**src/hw/rtl/dpcs_pkg.sv**
```systemverilog
// Shared types, constants and waveform table of the dot panel column sequencer.
`timescale 1ns / 1ps
`default_nettype none
package dpcs_pkg;

    localparam int unsigned DATA_W       = 16;
    localparam int unsigned BOARD_W      = 3;
    localparam int unsigned COL_W        = 7;
    localparam int unsigned COUNT_W      = 3;
    localparam int unsigned WAIT_W       = 15;
    localparam int unsigned NUM_COL_REGS = 5;
    localparam int unsigned BOARD_SLOTS  = 8;
    localparam int unsigned NB_W         = 4;
    localparam int unsigned DEFAULT_COLS = 16;
    localparam int unsigned CMD_DEPTH    = 2;
    localparam int unsigned STEP_W       = 5;
    localparam int unsigned INIT_STEPS   = 11;
    localparam int unsigned DRIVE_STEPS  = 9;
    localparam int unsigned LAST_STEP    = INIT_STEPS + DRIVE_STEPS - 1;
    localparam int unsigned APB_ADDR_W   = 5;
    localparam int unsigned APB_DATA_W   = 32;

    typedef enum logic [2:0] {
        REG_BOARD_COUNT = 3'd0,
        REG_COLUMNS_0   = 3'd1,
        REG_COLUMNS_1   = 3'd2,
        REG_COLUMNS_2   = 3'd3,
        REG_COLUMNS_3   = 3'd4,
        REG_COLUMNS_4   = 3'd5
    } t_reg_idx;

    typedef enum logic [1:0] {
        DRV_ZERO = 2'd0,
        DRV_ONES = 2'd1,
        DRV_DATA = 2'd2
    } t_drv;

    typedef struct packed {
        logic [COUNT_W-1:0]                  board_count;
        logic [NUM_COL_REGS-1:0][COL_W-1:0]  columns;
    } t_cfg;

    typedef struct packed {
        logic [DATA_W-1:0]  data;
        logic [BOARD_W-1:0] board;
        logic               with_init;
    } t_cmd;

    typedef struct packed {
        logic              clr;
        logic              clk;
        logic              rst;
        logic              sel;
        t_drv              drv;
        logic [WAIT_W-1:0] wait_us;
    } t_step;

    function automatic t_step mk(input logic clr, input logic clk, input logic rst,
                                 input logic sel, input t_drv drv,
                                 input logic [WAIT_W-1:0] wait_us);
        t_step s;
        s.clr     = clr;
        s.clk     = clk;
        s.rst     = rst;
        s.sel     = sel;
        s.drv     = drv;
        s.wait_us = wait_us;
        return s;
    endfunction

    // Steps A to K of the initialization, then L to T of the column drive.
    function automatic t_step wave_step(input logic [STEP_W-1:0] idx);
        t_step s;
        unique case (idx)
            5'd0:    s = mk(1'b0, 1'b1, 1'b0, 1'b1, DRV_ZERO, 15'd0);
            5'd1:    s = mk(1'b1, 1'b1, 1'b0, 1'b1, DRV_ZERO, 15'd30000);
            5'd2:    s = mk(1'b1, 1'b1, 1'b0, 1'b1, DRV_ONES, 15'd0);
            5'd3:    s = mk(1'b1, 1'b1, 1'b0, 1'b1, DRV_ZERO, 15'd200);
            5'd4:    s = mk(1'b0, 1'b1, 1'b0, 1'b1, DRV_ZERO, 15'd0);
            5'd5:    s = mk(1'b0, 1'b1, 1'b1, 1'b1, DRV_ZERO, 15'd100);
            5'd6:    s = mk(1'b0, 1'b1, 1'b1, 1'b0, DRV_ZERO, 15'd0);
            5'd7:    s = mk(1'b1, 1'b0, 1'b1, 1'b0, DRV_ZERO, 15'd200);
            5'd8:    s = mk(1'b1, 1'b1, 1'b1, 1'b0, DRV_ZERO, 15'd20);
            5'd9:    s = mk(1'b1, 1'b1, 1'b1, 1'b1, DRV_ZERO, 15'd0);
            5'd10:   s = mk(1'b0, 1'b1, 1'b1, 1'b1, DRV_ZERO, 15'd30);
            5'd11:   s = mk(1'b1, 1'b1, 1'b1, 1'b1, DRV_ZERO, 15'd2000);
            5'd12:   s = mk(1'b1, 1'b0, 1'b1, 1'b1, DRV_ZERO, 15'd200);
            5'd13:   s = mk(1'b1, 1'b1, 1'b1, 1'b1, DRV_ZERO, 15'd20);
            5'd14:   s = mk(1'b1, 1'b1, 1'b1, 1'b1, DRV_DATA, 15'd0);
            5'd15:   s = mk(1'b1, 1'b1, 1'b1, 1'b1, DRV_ZERO, 15'd2000);
            5'd16:   s = mk(1'b0, 1'b1, 1'b1, 1'b1, DRV_ZERO, 15'd0);
            5'd17:   s = mk(1'b1, 1'b0, 1'b1, 1'b1, DRV_ZERO, 15'd200);
            5'd18:   s = mk(1'b1, 1'b1, 1'b1, 1'b1, DRV_ZERO, 15'd10);
            5'd19:   s = mk(1'b0, 1'b1, 1'b1, 1'b1, DRV_ZERO, 15'd40);
            default: s = mk(1'b0, 1'b0, 1'b0, 1'b0, DRV_ZERO, 15'd0);
        endcase
        return s;
    endfunction

endpackage
`default_nettype wire

```
**src/hw/rtl/dpcs_col_if.sv**
```systemverilog
// Column input channel: valid, ready and one column of dot bits.
`timescale 1ns / 1ps
`default_nettype none
interface dpcs_col_if;
    logic        valid;
    logic        ready;
    logic [15:0] column_bits;

    modport source (output valid, output column_bits, input ready);
    modport sink   (input valid, input column_bits, output ready);
endinterface
`default_nettype wire

```
**src/hw/rtl/dpcs_step_if.sv**
```systemverilog
// Step output channel: valid, ready and one latched panel step.
`timescale 1ns / 1ps
`default_nettype none
interface dpcs_step_if;
    logic        valid;
    logic        ready;
    logic        clear_line;
    logic        clock_line;
    logic        reset_line;
    logic        select_active;
    logic [2:0]  board;
    logic [15:0] column_drive;
    logic        output_enable;
    logic [14:0] wait_us;
    logic        last;

    modport source (output valid, output clear_line, output clock_line, output reset_line,
                    output select_active, output board, output column_drive,
                    output output_enable, output wait_us, output last, input ready);
    modport sink   (input valid, input clear_line, input clock_line, input reset_line,
                    input select_active, input board, input column_drive,
                    input output_enable, input wait_us, input last, output ready);
endinterface
`default_nettype wire

```
**src/hw/rtl/dpcs_front.sv**
```systemverilog
// Front end: accepts columns, tracks board and column position, issues commands.
`timescale 1ns / 1ps
`default_nettype none
module dpcs_front #(
    parameter int unsigned MAX_BOARDS = 5
) (
    input  wire              i_clk,
    input  wire              i_rst_n,
    input  dpcs_pkg::t_cfg   i_cfg,
    dpcs_col_if.sink         i_col,
    input  wire              i_cmd_full,
    output logic             o_cmd_push,
    output dpcs_pkg::t_cmd   o_cmd
);

    localparam logic [dpcs_pkg::NB_W-1:0] MaxNb =
        (MAX_BOARDS > dpcs_pkg::BOARD_SLOTS) ? dpcs_pkg::NB_W'(dpcs_pkg::BOARD_SLOTS)
                                             : dpcs_pkg::NB_W'(MAX_BOARDS);

    logic [dpcs_pkg::BOARD_W-1:0] r_board, n_board;
    logic [dpcs_pkg::COL_W-1:0]   r_col, n_col;
    logic [dpcs_pkg::NB_W-1:0]    nb;
    logic [dpcs_pkg::BOARD_W-1:0] b;
    logic [dpcs_pkg::COL_W-1:0]   c;
    logic [dpcs_pkg::COL_W-1:0]   cols;
    logic [dpcs_pkg::NB_W-1:0]    b_inc;
    logic                         accept;

    assign i_col.ready = !i_cmd_full;
    assign accept      = i_col.valid && !i_cmd_full;

    always_comb begin
        nb = {1'b0, i_cfg.board_count};
        if (nb == '0) begin
            nb = dpcs_pkg::NB_W'(1);
        end
        if (nb > MaxNb) begin
            nb = MaxNb;
        end
    end

    always_comb begin
        if ({1'b0, r_board} >= nb) begin
            b = '0;
            c = '0;
        end else begin
            b = r_board;
            c = r_col;
        end
    end

    always_comb begin
        case (b)
            3'd0:    cols = i_cfg.columns[0];
            3'd1:    cols = i_cfg.columns[1];
            3'd2:    cols = i_cfg.columns[2];
            3'd3:    cols = i_cfg.columns[3];
            3'd4:    cols = i_cfg.columns[4];
            default: cols = dpcs_pkg::COL_W'(dpcs_pkg::DEFAULT_COLS);
        endcase
    end

    always_comb begin
        b_inc = {1'b0, b} + dpcs_pkg::NB_W'(1);
        if (({1'b0, c} + 8'd1) >= {1'b0, cols}) begin
            n_col = '0;
            n_board = (b_inc >= nb) ? '0 : b_inc[dpcs_pkg::BOARD_W-1:0];
        end else begin
            n_col   = c + dpcs_pkg::COL_W'(1);
            n_board = b;
        end
    end

    assign o_cmd_push      = accept;
    assign o_cmd.data      = i_col.column_bits;
    assign o_cmd.board     = b;
    assign o_cmd.with_init = (c == '0);

    always_ff @(posedge i_clk) begin
        if (!i_rst_n) begin
            r_board <= '0;
            r_col   <= '0;
        end else if (accept) begin
            r_board <= n_board;
            r_col   <= n_col;
        end
    end

endmodule
`default_nettype wire

```
**src/hw/rtl/dpcs_cmd_fifo.sv**
```systemverilog
// Two-entry command queue between the front end and the step generator.
`timescale 1ns / 1ps
`default_nettype none
module dpcs_cmd_fifo (
    input  wire             i_clk,
    input  wire             i_rst_n,
    input  wire             i_push,
    input  dpcs_pkg::t_cmd  i_cmd,
    output logic            o_full,
    input  wire             i_pop,
    output logic            o_valid,
    output dpcs_pkg::t_cmd  o_cmd
);

    localparam int unsigned PtrW = $clog2(dpcs_pkg::CMD_DEPTH);
    localparam int unsigned CntW = $clog2(dpcs_pkg::CMD_DEPTH + 1);

    dpcs_pkg::t_cmd    r_mem [dpcs_pkg::CMD_DEPTH];
    logic [PtrW-1:0]   r_wr, r_rd;
    logic [CntW-1:0]   r_cnt;
    logic              do_push, do_pop;

    assign o_full  = (r_cnt == CntW'(dpcs_pkg::CMD_DEPTH));
    assign o_valid = (r_cnt != '0);
    assign o_cmd   = r_mem[r_rd];
    assign do_push = i_push && !o_full;
    assign do_pop  = i_pop && o_valid;

    always_ff @(posedge i_clk) begin
        if (do_push) begin
            r_mem[r_wr] <= i_cmd;
        end
    end

    always_ff @(posedge i_clk) begin
        if (!i_rst_n) begin
            r_wr  <= '0;
            r_rd  <= '0;
            r_cnt <= '0;
        end else begin
            if (do_push) begin
                r_wr <= (r_wr == PtrW'(dpcs_pkg::CMD_DEPTH - 1)) ? '0 : r_wr + PtrW'(1);
            end
            if (do_pop) begin
                r_rd <= (r_rd == PtrW'(dpcs_pkg::CMD_DEPTH - 1)) ? '0 : r_rd + PtrW'(1);
            end
            r_cnt <= r_cnt + CntW'(do_push) - CntW'(do_pop);
        end
    end

endmodule
`default_nettype wire

```
**src/hw/rtl/dpcs_back.sv**
```systemverilog
// Back end: walks the step table for each command and registers one step per beat.
`timescale 1ns / 1ps
`default_nettype none
module dpcs_back (
    input  wire              i_clk,
    input  wire              i_rst_n,
    input  wire              i_cmd_valid,
    input  dpcs_pkg::t_cmd   i_cmd,
    output logic             o_cmd_pop,
    dpcs_step_if.source      o_step
);

    logic                          r_busy;
    dpcs_pkg::t_cmd                r_cmd;
    logic [dpcs_pkg::STEP_W-1:0]   r_step;
    logic                          r_enabled;
    logic                          r_valid;
    logic                          emit, last_emit;
    dpcs_pkg::t_step               cur;
    logic [dpcs_pkg::DATA_W-1:0]   drive;

    assign emit      = r_busy && (!r_valid || o_step.ready);
    assign last_emit = emit && (r_step == dpcs_pkg::STEP_W'(dpcs_pkg::LAST_STEP));
    assign o_cmd_pop = i_cmd_valid && (!r_busy || last_emit);
    assign cur       = dpcs_pkg::wave_step(r_step);

    always_comb begin
        unique case (cur.drv)
            dpcs_pkg::DRV_ONES: drive = '1;
            dpcs_pkg::DRV_DATA: drive = r_cmd.data;
            default:            drive = '0;
        endcase
    end

    always_ff @(posedge i_clk) begin
        if (!i_rst_n) begin
            r_busy    <= 1'b0;
            r_enabled <= 1'b0;
            r_valid   <= 1'b0;
        end else begin
            if (o_cmd_pop) begin
                r_busy <= 1'b1;
            end else if (last_emit) begin
                r_busy <= 1'b0;
            end
            if (emit && r_step == '0) begin
                r_enabled <= 1'b1;
            end
            if (emit) begin
                r_valid <= 1'b1;
            end else if (o_step.ready) begin
                r_valid <= 1'b0;
            end
        end
    end

    always_ff @(posedge i_clk) begin
        if (o_cmd_pop) begin
            r_cmd  <= i_cmd;
            r_step <= i_cmd.with_init ? '0 : dpcs_pkg::STEP_W'(dpcs_pkg::INIT_STEPS);
        end else if (emit) begin
            r_step <= r_step + dpcs_pkg::STEP_W'(1);
        end
        if (emit) begin
            o_step.clear_line    <= cur.clr;
            o_step.clock_line    <= cur.clk;
            o_step.reset_line    <= cur.rst;
            o_step.select_active <= cur.sel;
            o_step.board         <= r_cmd.board;
            o_step.column_drive  <= drive;
            o_step.output_enable <= r_enabled;
            o_step.wait_us       <= cur.wait_us;
            o_step.last          <= (r_step == dpcs_pkg::STEP_W'(dpcs_pkg::LAST_STEP));
        end
    end

    assign o_step.valid = r_valid;

endmodule
`default_nettype wire

```
**src/hw/rtl/dot_panel_column_sequencer.sv**
```systemverilog
// Top level of the dot panel column sequencer: register file and front/back hookup.
`timescale 1ns / 1ps
`default_nettype none
// Each accepted column produces 20 output beats when it is the first column of a
// board (11 initialization steps A-K, then 9 drive steps L-T) and 9 beats otherwise,
// the last one marked. The step generator issues one beat per cycle from its step
// counter while the output is not stalled; columns are taken back to back while
// the two-entry command queue has room. Board and column position advance as
// columns are accepted. Registers must be written over APB only while the block is
// idle; the block itself does not enforce this. There is no clearing pass after reset.
module dot_panel_column_sequencer #(
    parameter int unsigned MAX_BOARDS = 5
) (
    input  wire                                 i_clk,
    input  wire                                 i_rst_n,
    input  wire                                 psel,
    input  wire                                 penable,
    input  wire                                 pwrite,
    input  wire  [dpcs_pkg::APB_ADDR_W-1:0]     paddr,
    input  wire  [dpcs_pkg::APB_DATA_W-1:0]     pwdata,
    output logic [dpcs_pkg::APB_DATA_W-1:0]     prdata,
    output logic                                pready,
    dpcs_col_if.sink                            i_col,
    dpcs_step_if.source                         o_step
);

    dpcs_pkg::t_cfg     r_cfg;
    dpcs_pkg::t_reg_idx reg_idx;
    dpcs_pkg::t_cmd     push_cmd, head_cmd;
    logic               cmd_push, cmd_full, cmd_valid, cmd_pop;

    assign pready  = 1'b1;
    assign reg_idx = dpcs_pkg::t_reg_idx'(paddr[4:2]);

    always_ff @(posedge i_clk) begin
        if (!i_rst_n) begin
            r_cfg.board_count <= dpcs_pkg::COUNT_W'(1);
            for (int i = 0; i < dpcs_pkg::NUM_COL_REGS; i++) begin
                r_cfg.columns[i] <= dpcs_pkg::COL_W'(dpcs_pkg::DEFAULT_COLS);
            end
        end else if (psel && penable && pwrite) begin
            unique case (reg_idx)
                dpcs_pkg::REG_BOARD_COUNT: r_cfg.board_count <= pwdata[dpcs_pkg::COUNT_W-1:0];
                dpcs_pkg::REG_COLUMNS_0:   r_cfg.columns[0]  <= pwdata[dpcs_pkg::COL_W-1:0];
                dpcs_pkg::REG_COLUMNS_1:   r_cfg.columns[1]  <= pwdata[dpcs_pkg::COL_W-1:0];
                dpcs_pkg::REG_COLUMNS_2:   r_cfg.columns[2]  <= pwdata[dpcs_pkg::COL_W-1:0];
                dpcs_pkg::REG_COLUMNS_3:   r_cfg.columns[3]  <= pwdata[dpcs_pkg::COL_W-1:0];
                dpcs_pkg::REG_COLUMNS_4:   r_cfg.columns[4]  <= pwdata[dpcs_pkg::COL_W-1:0];
                default: ;
            endcase
        end
    end

    always_comb begin
        unique case (reg_idx)
            dpcs_pkg::REG_BOARD_COUNT:
                prdata = dpcs_pkg::APB_DATA_W'(r_cfg.board_count);
            dpcs_pkg::REG_COLUMNS_0: prdata = dpcs_pkg::APB_DATA_W'(r_cfg.columns[0]);
            dpcs_pkg::REG_COLUMNS_1: prdata = dpcs_pkg::APB_DATA_W'(r_cfg.columns[1]);
            dpcs_pkg::REG_COLUMNS_2: prdata = dpcs_pkg::APB_DATA_W'(r_cfg.columns[2]);
            dpcs_pkg::REG_COLUMNS_3: prdata = dpcs_pkg::APB_DATA_W'(r_cfg.columns[3]);
            dpcs_pkg::REG_COLUMNS_4: prdata = dpcs_pkg::APB_DATA_W'(r_cfg.columns[4]);
            default:                 prdata = '0;
        endcase
    end

    dpcs_front #(
        .MAX_BOARDS (MAX_BOARDS)
    ) u_front (
        .i_clk      (i_clk),
        .i_rst_n    (i_rst_n),
        .i_cfg      (r_cfg),
        .i_col      (i_col),
        .i_cmd_full (cmd_full),
        .o_cmd_push (cmd_push),
        .o_cmd      (push_cmd)
    );

    dpcs_cmd_fifo u_fifo (
        .i_clk   (i_clk),
        .i_rst_n (i_rst_n),
        .i_push  (cmd_push),
        .i_cmd   (push_cmd),
        .o_full  (cmd_full),
        .i_pop   (cmd_pop),
        .o_valid (cmd_valid),
        .o_cmd   (head_cmd)
    );

    dpcs_back u_back (
        .i_clk       (i_clk),
        .i_rst_n     (i_rst_n),
        .i_cmd_valid (cmd_valid),
        .i_cmd       (head_cmd),
        .o_cmd_pop   (cmd_pop),
        .o_step      (o_step)
    );

endmodule
`default_nettype wire

```
**src/flat_wrapper.sv**
```systemverilog
// flat-port wrapper written by rule: the top's interface ports become plain ports
module dot_panel_column_sequencer_flat 
#(
    parameter int unsigned MAX_BOARDS = 5
)
  (i_clk, i_rst_n, psel, penable, pwrite, paddr, pwdata, prdata, pready, i_col_valid, i_col_column_bits, i_col_ready, o_step_valid, o_step_clear_line, o_step_clock_line, o_step_reset_line, o_step_select_active, o_step_board, o_step_column_drive, o_step_output_enable, o_step_wait_us, o_step_last, o_step_ready);
  dpcs_col_if i_col_i ();
  dpcs_step_if o_step_i ();
  input  wire i_clk;
  input  wire i_rst_n;
  input  wire psel;
  input  wire penable;
  input  wire pwrite;
  input  wire  [dpcs_pkg::APB_ADDR_W-1:0] paddr;
  input  wire  [dpcs_pkg::APB_DATA_W-1:0] pwdata;
  output logic [dpcs_pkg::APB_DATA_W-1:0] prdata;
  output logic pready;
  input wire logic [$bits(i_col_i.valid)-1:0] i_col_valid;
  input wire logic [$bits(i_col_i.column_bits)-1:0] i_col_column_bits;
  output wire logic [$bits(i_col_i.ready)-1:0] i_col_ready;
  output wire logic [$bits(o_step_i.valid)-1:0] o_step_valid;
  output wire logic [$bits(o_step_i.clear_line)-1:0] o_step_clear_line;
  output wire logic [$bits(o_step_i.clock_line)-1:0] o_step_clock_line;
  output wire logic [$bits(o_step_i.reset_line)-1:0] o_step_reset_line;
  output wire logic [$bits(o_step_i.select_active)-1:0] o_step_select_active;
  output wire logic [$bits(o_step_i.board)-1:0] o_step_board;
  output wire logic [$bits(o_step_i.column_drive)-1:0] o_step_column_drive;
  output wire logic [$bits(o_step_i.output_enable)-1:0] o_step_output_enable;
  output wire logic [$bits(o_step_i.wait_us)-1:0] o_step_wait_us;
  output wire logic [$bits(o_step_i.last)-1:0] o_step_last;
  input wire logic [$bits(o_step_i.ready)-1:0] o_step_ready;
  assign i_col_i.valid = i_col_valid;
  assign i_col_i.column_bits = i_col_column_bits;
  assign i_col_ready = i_col_i.ready;
  assign o_step_valid = o_step_i.valid;
  assign o_step_clear_line = o_step_i.clear_line;
  assign o_step_clock_line = o_step_i.clock_line;
  assign o_step_reset_line = o_step_i.reset_line;
  assign o_step_select_active = o_step_i.select_active;
  assign o_step_board = o_step_i.board;
  assign o_step_column_drive = o_step_i.column_drive;
  assign o_step_output_enable = o_step_i.output_enable;
  assign o_step_wait_us = o_step_i.wait_us;
  assign o_step_last = o_step_i.last;
  assign o_step_i.ready = o_step_ready;
  dot_panel_column_sequencer #(.MAX_BOARDS(MAX_BOARDS)) u_core (.i_clk(i_clk), .i_rst_n(i_rst_n), .psel(psel), .penable(penable), .pwrite(pwrite), .paddr(paddr), .pwdata(pwdata), .prdata(prdata), .pready(pready), .i_col(i_col_i), .o_step(o_step_i));
endmodule
```
**config.mk**
```make
export PLATFORM = sky130hd
export DESIGN_NAME = dot_panel_column_sequencer_flat
export DESIGN_NICKNAME = d
export VERILOG_FILES = /design/src/hw/rtl/dpcs_pkg.sv /design/src/hw/rtl/dpcs_col_if.sv /design/src/hw/rtl/dpcs_step_if.sv /design/src/hw/rtl/dpcs_front.sv /design/src/hw/rtl/dpcs_cmd_fifo.sv /design/src/hw/rtl/dpcs_back.sv /design/src/hw/rtl/dot_panel_column_sequencer.sv /design/src/flat_wrapper.sv
export SDC_FILE = /design/constraint.sdc
export NUM_CORES = 1
export LEC_CHECK = 0
export BUFFER_PORTS_ARGS = -buffer_cell sky130_fd_sc_hd__buf_2
export CORE_MARGIN = 5
export CORE_UTILIZATION = 43
export DETAILED_ROUTE_END_ITERATION = 10
export GPL_ROUTABILITY_DRIVEN = 1
export PLACE_DENSITY = 0.69
export SLEW_MARGIN = 5
export SYNTH_ARGS = -nofsm -noshare
export SYNTH_HDL_FRONTEND = slang
export SYNTH_HIERARCHICAL = 1
export SYNTH_SLANG_ARGS = --single-unit
```
**constraint.sdc**
```tcl
create_clock -name i_clk -period 11.3 [get_ports i_clk]
set_input_delay 1.695 -clock i_clk [delete_from_list [all_inputs] [get_ports i_clk]]
set_output_delay 1.695 -clock i_clk [all_outputs]
set_load 0.005 [all_outputs]
```
# [Word level (Yosys, flattened, before mapping)]
# Memory sizes are Yosys's and may differ from the RTL's. A register that Yosys moved wholly into a read port is not among the register bits.
# Cells that the tools add are included.
# W data, S select, Z words.
[totals] reg_bits=119 ramBits=40 word_cells=106 n_memories=2 out_inout_bits=75 rom_bits=608
[op_classes] muxes=24 n_eq_ne=13 order_cmp=4 reduce_logical=29 n_addsub=8
[memory_table] name="(no name shown)" words=32 word_bits=19 read_ports=1 rd_ports_with_merged_regs=1 write_ports=0 line_no="dpcs_pkg.sv:74" rtl="unique case (idx)"
[memory_table] name="u_core.u_fifo.r_mem" words=2 word_bits=20 read_ports=1 rd_ports_with_merged_regs=1 write_ports=1 line_no="dpcs_cmd_fifo.sv:18" rtl="dpcs_pkg::t_cmd r_mem [dpcs_pkg::CMD_DEPTH];"
[op_table] operator="$pmux W7 S6" n=1
[op_table] operator="$pmux W7 S5" n=1
[op_table] operator="$pmux W16 S2" n=1
[op_table] operator="$mux W5" n=3
[op_table] operator="$mux W7" n=2
[op_table] operator="$eq A3 B2 Y1 const B" n=4
[op_table] operator="$mux W3" n=4
[op_table] operator="$reduce_and A2 Y1" n=6
[op_table] operator="$mux W1" n=10
[op_table] operator="$eq A3 B3 Y1 const B" n=3
[op_table] operator="$logic_and A1 B1 Y1" n=9
[op_table] operator="$logic_not A3 Y1" n=3
[op_table] operator="$add A7 B1 Y8 const B" n=1
[op_table] operator="$ge A8 B7 Y1" n=1
[op_table] operator="$mux W4" n=2
[op_table] operator="$reduce_bool A2 Y1" n=4
[op_table] operator="$add A7 B1 Y7 const B" n=1
[op_table] operator="$logic_not A7 Y1" n=1
[op_table] operator="$eq A3 B1 Y1 const B" n=2
[op_table] operator="$add A5 B1 Y5 const B" n=1
[op_table] operator="$eq A5 B5 Y1 const B" n=1
[op_table] operator="$logic_not A5 Y1" n=1
[op_table] operator="$add A3 B1 Y4 const B" n=1
[op_table] operator="$eq A2 B2 Y1 const B" n=2
[op_table] operator="9 further kinds" n=13

# [Logic depth before layout (Yosys ltp)]
[logic_depth] word_depth=10 depth_mapped=20 mapped_depth_nobuf=19

# [Modules after synthesis]
# The synthesis kept the hierarchy.
[by_module_without_submodules] module="dpcs_back" seq_area_each_um2=1831.8 area_each_um2=2728.9 cells_per_inst=201 n_inst=1
[by_module_without_submodules] module="dot_panel_column_sequencer" seq_area_each_um2=760.7 area_each_um2=1948.1 cells_per_inst=207 n_inst=1
[by_module_without_submodules] module="dpcs_cmd_fifo" seq_area_each_um2=1301.2 area_each_um2=1686.6 cells_per_inst=89 n_inst=1
[by_module_without_submodules] module="dpcs_front" seq_area_each_um2=200.2 area_each_um2=1382.6 cells_per_inst=166 n_inst=1

# [Worst setup path before layout]
# No wires, ideal clock.
[synth_timing] path_type="in2out" start="input port paddr[3] (netlist name)" end="output port prdata[1] (netlist name)" required_ns=9.605 path_slack_ns=7.108 path_buffers=1 stages=4 arrival_ns=2.497 path_cell_list="buf_2 -> mux2_2 -> a221oi_1 -> a21oi_1"
[synth_via] elab_chain_cells=2
[synth_rtl] item="start, declared" line_no="flat_wrapper.sv:14" rtl="input wire [dpcs_pkg::APB_ADDR_W-1:0] paddr;"
[synth_rtl] item="$eq A3 B3 Y1 (tied with other cells)" line_no="dot_panel_column_sequencer.sv:55" rtl="unique case (reg_idx)"
[synth_rtl] item="$pmux W7 S6 (*)" line_no="dot_panel_column_sequencer.sv:55"
[synth_rtl] item="end, declared" line_no="flat_wrapper.sv:16" rtl="output logic [dpcs_pkg::APB_DATA_W-1:0] prdata;"
# Mark *: on every way between the ends. The rest lies on a longest branch, timed or not.

# [Worst setup path in the final report]
[layout_timing] start="input port paddr[2] (netlist name)" end="output port prdata[0] (netlist name)"
# The elaborated chain is that of the path after synthesis.

==> key figures <==
Status
  – Outcome: finished clean

GRT
  – First-pass GRT wire length: 23,700 um
  – GRT overflow: 0
  – Initial antenna violation count: 0
  – Largest net degree at the start of global routing: 59
  – Number of global-route vias before repair: 4,692
  – GRT Total Usage: 0.144

STA
  – Fin Clk Skew: 0.00871 ns
  – Final Critical Period: 4.66 ns
  – RSZ-0062 raised after global routing: no
  – Tcrit/Tclk final: 0.412
  – Relative slew slack: 0.283
  – Final setup violation count: 0
  – Final hold viol count: 0
  – Setup TNS: 0 ns
  – Final Max Slew Viols: 0
  – Final worst setup slack: 6.64 ns
  – Worst-Margin Slew: 1.07 ns
  – Max Fclk: 215 MHz

Pwr
  – Clock Power Share: 0.298
  – Int Pwr: 1340 uW
  – Flop pwr share: 0.448
  – Worst VDD drop: 0.000137 V
  – Switching part of the total: 0.308
  – P per Cell Area: 225 nW/um^2
  – LEAKAGE: 0.00343 uW
  – Logic pwr share: 0.254
  – Sw power: 598 uW

Final layout
  – Synth-to-Final Area Change: 11.3%
  – Most frequent cells in the layout: 99 x edfxtp_1, 79 x buf_2, 62 x nand2_1
  – Diodes inserted: 0
  – Nets: 803
  – Layout cells sized above 1: 0.228
  – Commonest non-fill, non-tap cell in the layout: edfxtp_1

CTS
  – Resized Gates After CTS: 0
  – Clk buf depth: 2
  – Setup bufs post-CTS: 0
  – H-tree Lvls: 4
  – CTS tree: yes
  – Clk sink count: 155
  – Worst-Skew Late Latency: 0.42 ns
  – Total CTS buffers: 17
  – Clock root buffer: clkbuf_16
  – Clk slew on worst S/H paths: 0.06 ns
  – # hold bufs at CTS: 0

Placement
  – Setup WS pre-CTS: 6.65 ns
  – Hpwl dp: 10,100 um
  – IO Port Bufs: 79
  – Routability cong.: 0.785

Yosys
  – Synth Area in Simple Gates: 0.113
  – Syn_area_per_cell: 11.7 sq um
  – Main combinational cell family by area after synthesis: simple AND/OR/NAND/NOR gates
  – Number of flops mapped to enable cells by yosys: 99
  – Synth Register Bits: 155
  – Synth top area share: 0.384
  – Synth Area in XOR/XNOR: 0.0102
  – Post-synth cell types: 71
  – Sequential area share after synthesis: 0.529
  – Yosys warns: 6
  – Ranking of synthesized cells by area: edfxtp_1 38%, dfxtp_1 14%, mux2i_1 5.7%
  – Cells after synthesis: 663
  – Async S/R FF share, synth: 0
  – Post-synth top area cell: edfxtp_1
  – Post-Synth Adder-Cell Area: 0.0517
  – Compound-gate portion of the synthesized area: 0.105
  – Mux contribution to synthesized area: 0.110
  – Predominant post-synthesis flop cell: edfxtp_1
  – Cell area after synthesis: 7750 sq um

Drt
  – Via-per-instance ratio: 5.11
  – Pre-Repair DR Iteration Count: 7
  – Number of remaining DRC errors: 0
  – Post-DRT Antenna Nets: 0
  – Total routed wirelength: 14,700 um
  – Vias: 4,867
  – Wire per inst: 15.4 um
  – Drt first-iter violations: 269

Run
  – Max-cap viol count: 0

Critical path
  – Flop2flop setup slack: 6.97 ns
  – Setup CP Type: input port to output pin
  – Crit start category: input port
  – Delay-heaviest family, CP: multiplexers
  – Worst path arrival time: 2.96 ns
  – CP max stage delay: 0.63 ns
  – Slowest CP cell: mux4_1
  – Required time of the critical path: 9.61 ns
  – Crit Path Max Fanout: 15
  – Buf/Inv on CP: 2
  – CP Capture Type: output pin
  – Critical path, cell by cell: buf_2 -> mux4_1 -> nand2_1 -> o21ai_0 -> buf_2
  – CP most frequent cell: buf_2

Floorplan
  – Core ar.: 17,800 sq um
  – Die area: 20,800 sq um
  – Site Rows: 49
  – DIE WIDTH: 144 um
  – Initial core utilization: 0.434
  – I/O pins: 135
  – Die height: 144 um

Min path
  – HP Class: register to register
==> metrics by stage <==
step / util / cell area (sq um) / power, uW / cells / hold slack [ns]
2_1_floorplan: - / 7840 / 1250 / 688 / 0.400
3_3_place_gp: 0.450 / 8030 / 1370 / 921 / 0.404
3_5_place_dp: 0.450 / 8030 / 1380 / 921 / 0.408
4_1_cts: 0.483 / 8620 / 1970 / 953 / 0.422
5_1_grt: 0.483 / 8620 / 2060 / 953 / 0.436
6_report: 0.483 / 8620 / 1940 / 953 / 0.419
==> worst reg2reg max path, cell delays in order (launching register included) <==
cell	delay, ns
dfxtp_1	0.34
inv_1	0.09
nand2_1	0.09
a21o_1	0.20
ha_1	0.28
nor2b_2	0.22
o21a_1	0.29
nand2_1	0.14
inv_1	0.17
ha_1	0.17
ha_1	0.38
nor2_1	0.08
a222oi_1	0.25
a21boi_1	0.26
ha_1	0.28
nand4_1	0.09
and3_1	0.17
o21ai_1	0.20
o211ai_1	0.37
o22ai_1	0.15
==> flip-flops by register name, indices dropped and copies added, names as in the netlist, 2 cells and up, named ones only <==
| register | flops |
|---|---|
| u_core/r_cfg | 38 |
| u_core/u_back/o_step.board | 3 |
| u_core/u_back/o_step.column_drive | 16 |
| u_core/u_back/o_step.wait_us | 10 |
| u_core/u_back/r_cmd | 19 |
| u_core/u_back/r_step | 5 |
| u_core/u_fifo/r_cnt | 2 |
| u_core/u_fifo/r_mem | 40 |
| u_core/u_front/r_board | 3 |
| u_core/u_front/r_col | 7 |
==> worst paths after layout <==
check | from | to | cells past startpoint
max | paddr[2] | prdata[0] | 5
min | u_core/u_back/r_cmd[3] | u_core/u_back/o_step.board[2] | 0
max reg2reg | u_core/r_cfg[37] | u_core/u_front/r_board[1] | 19
min reg2reg | u_core/u_back/r_cmd[3] | u_core/u_back/o_step.board[2] | 0
==> kinds of logic after synthesis <==
family | count (synthesis)
AO/OA/AOI/OAI | 107
XOR/XNOR | 9
adder cells (fa/ha/maj) | 32
buffers and inverters | 106
flip-flops | 155
multiplexers | 79
other | 3
AND/OR/NAND/NOR | 172
==> synth_stat cells (all sizes together), types with 7 or more instances <==
cell     n
nand2   63
and2     8
o21ai   12
a22o    11
mux2i   44
dfxtp   56
nor2b   13
nor2    41
a22oi    7
nand3   10
edfxtp  99
nand2b  14
ha      32
a21oi   25
buf     63
clkbuf  15
inv     28
mux2    34
==> routing by layer <==
layer  global-route usage  up-vias  part of all wire
li1                     -     2415                 -
met1                0.182     2303              0.44
met2                0.239      131              0.49
met3               0.0460       18             0.065
met4               0.0417        0             0.012
met5                    0        -                 0
==> cell type report <==
| class | instances | area (sq um) |
|---|---|---|
| Tap cell | 229 | 287 |
| Fill cell | 1603 | 9220 |
| Multi-Input combinational cell | 427 | 3120 |
| Timing Repair Buffer | 82 | 418 |
| Sequential cell | 155 | 4090 |
| Clock buffer | 19 | 433 |
| Inverter | 28 | 105 |
| Clock inverter | 13 | 165 |
==> power groups by stage <==
stage                     sequential [uW]  combinational, uW  clock [uW]
after floorplan                       842                412           0
after global placement                879                488           0
after detailed placement              885                497           0
after CTS                             873                503         591
after global routing                  889                553         619
final                                 870                494         579
No activity file was read; power rests on OpenSTA's default activity.
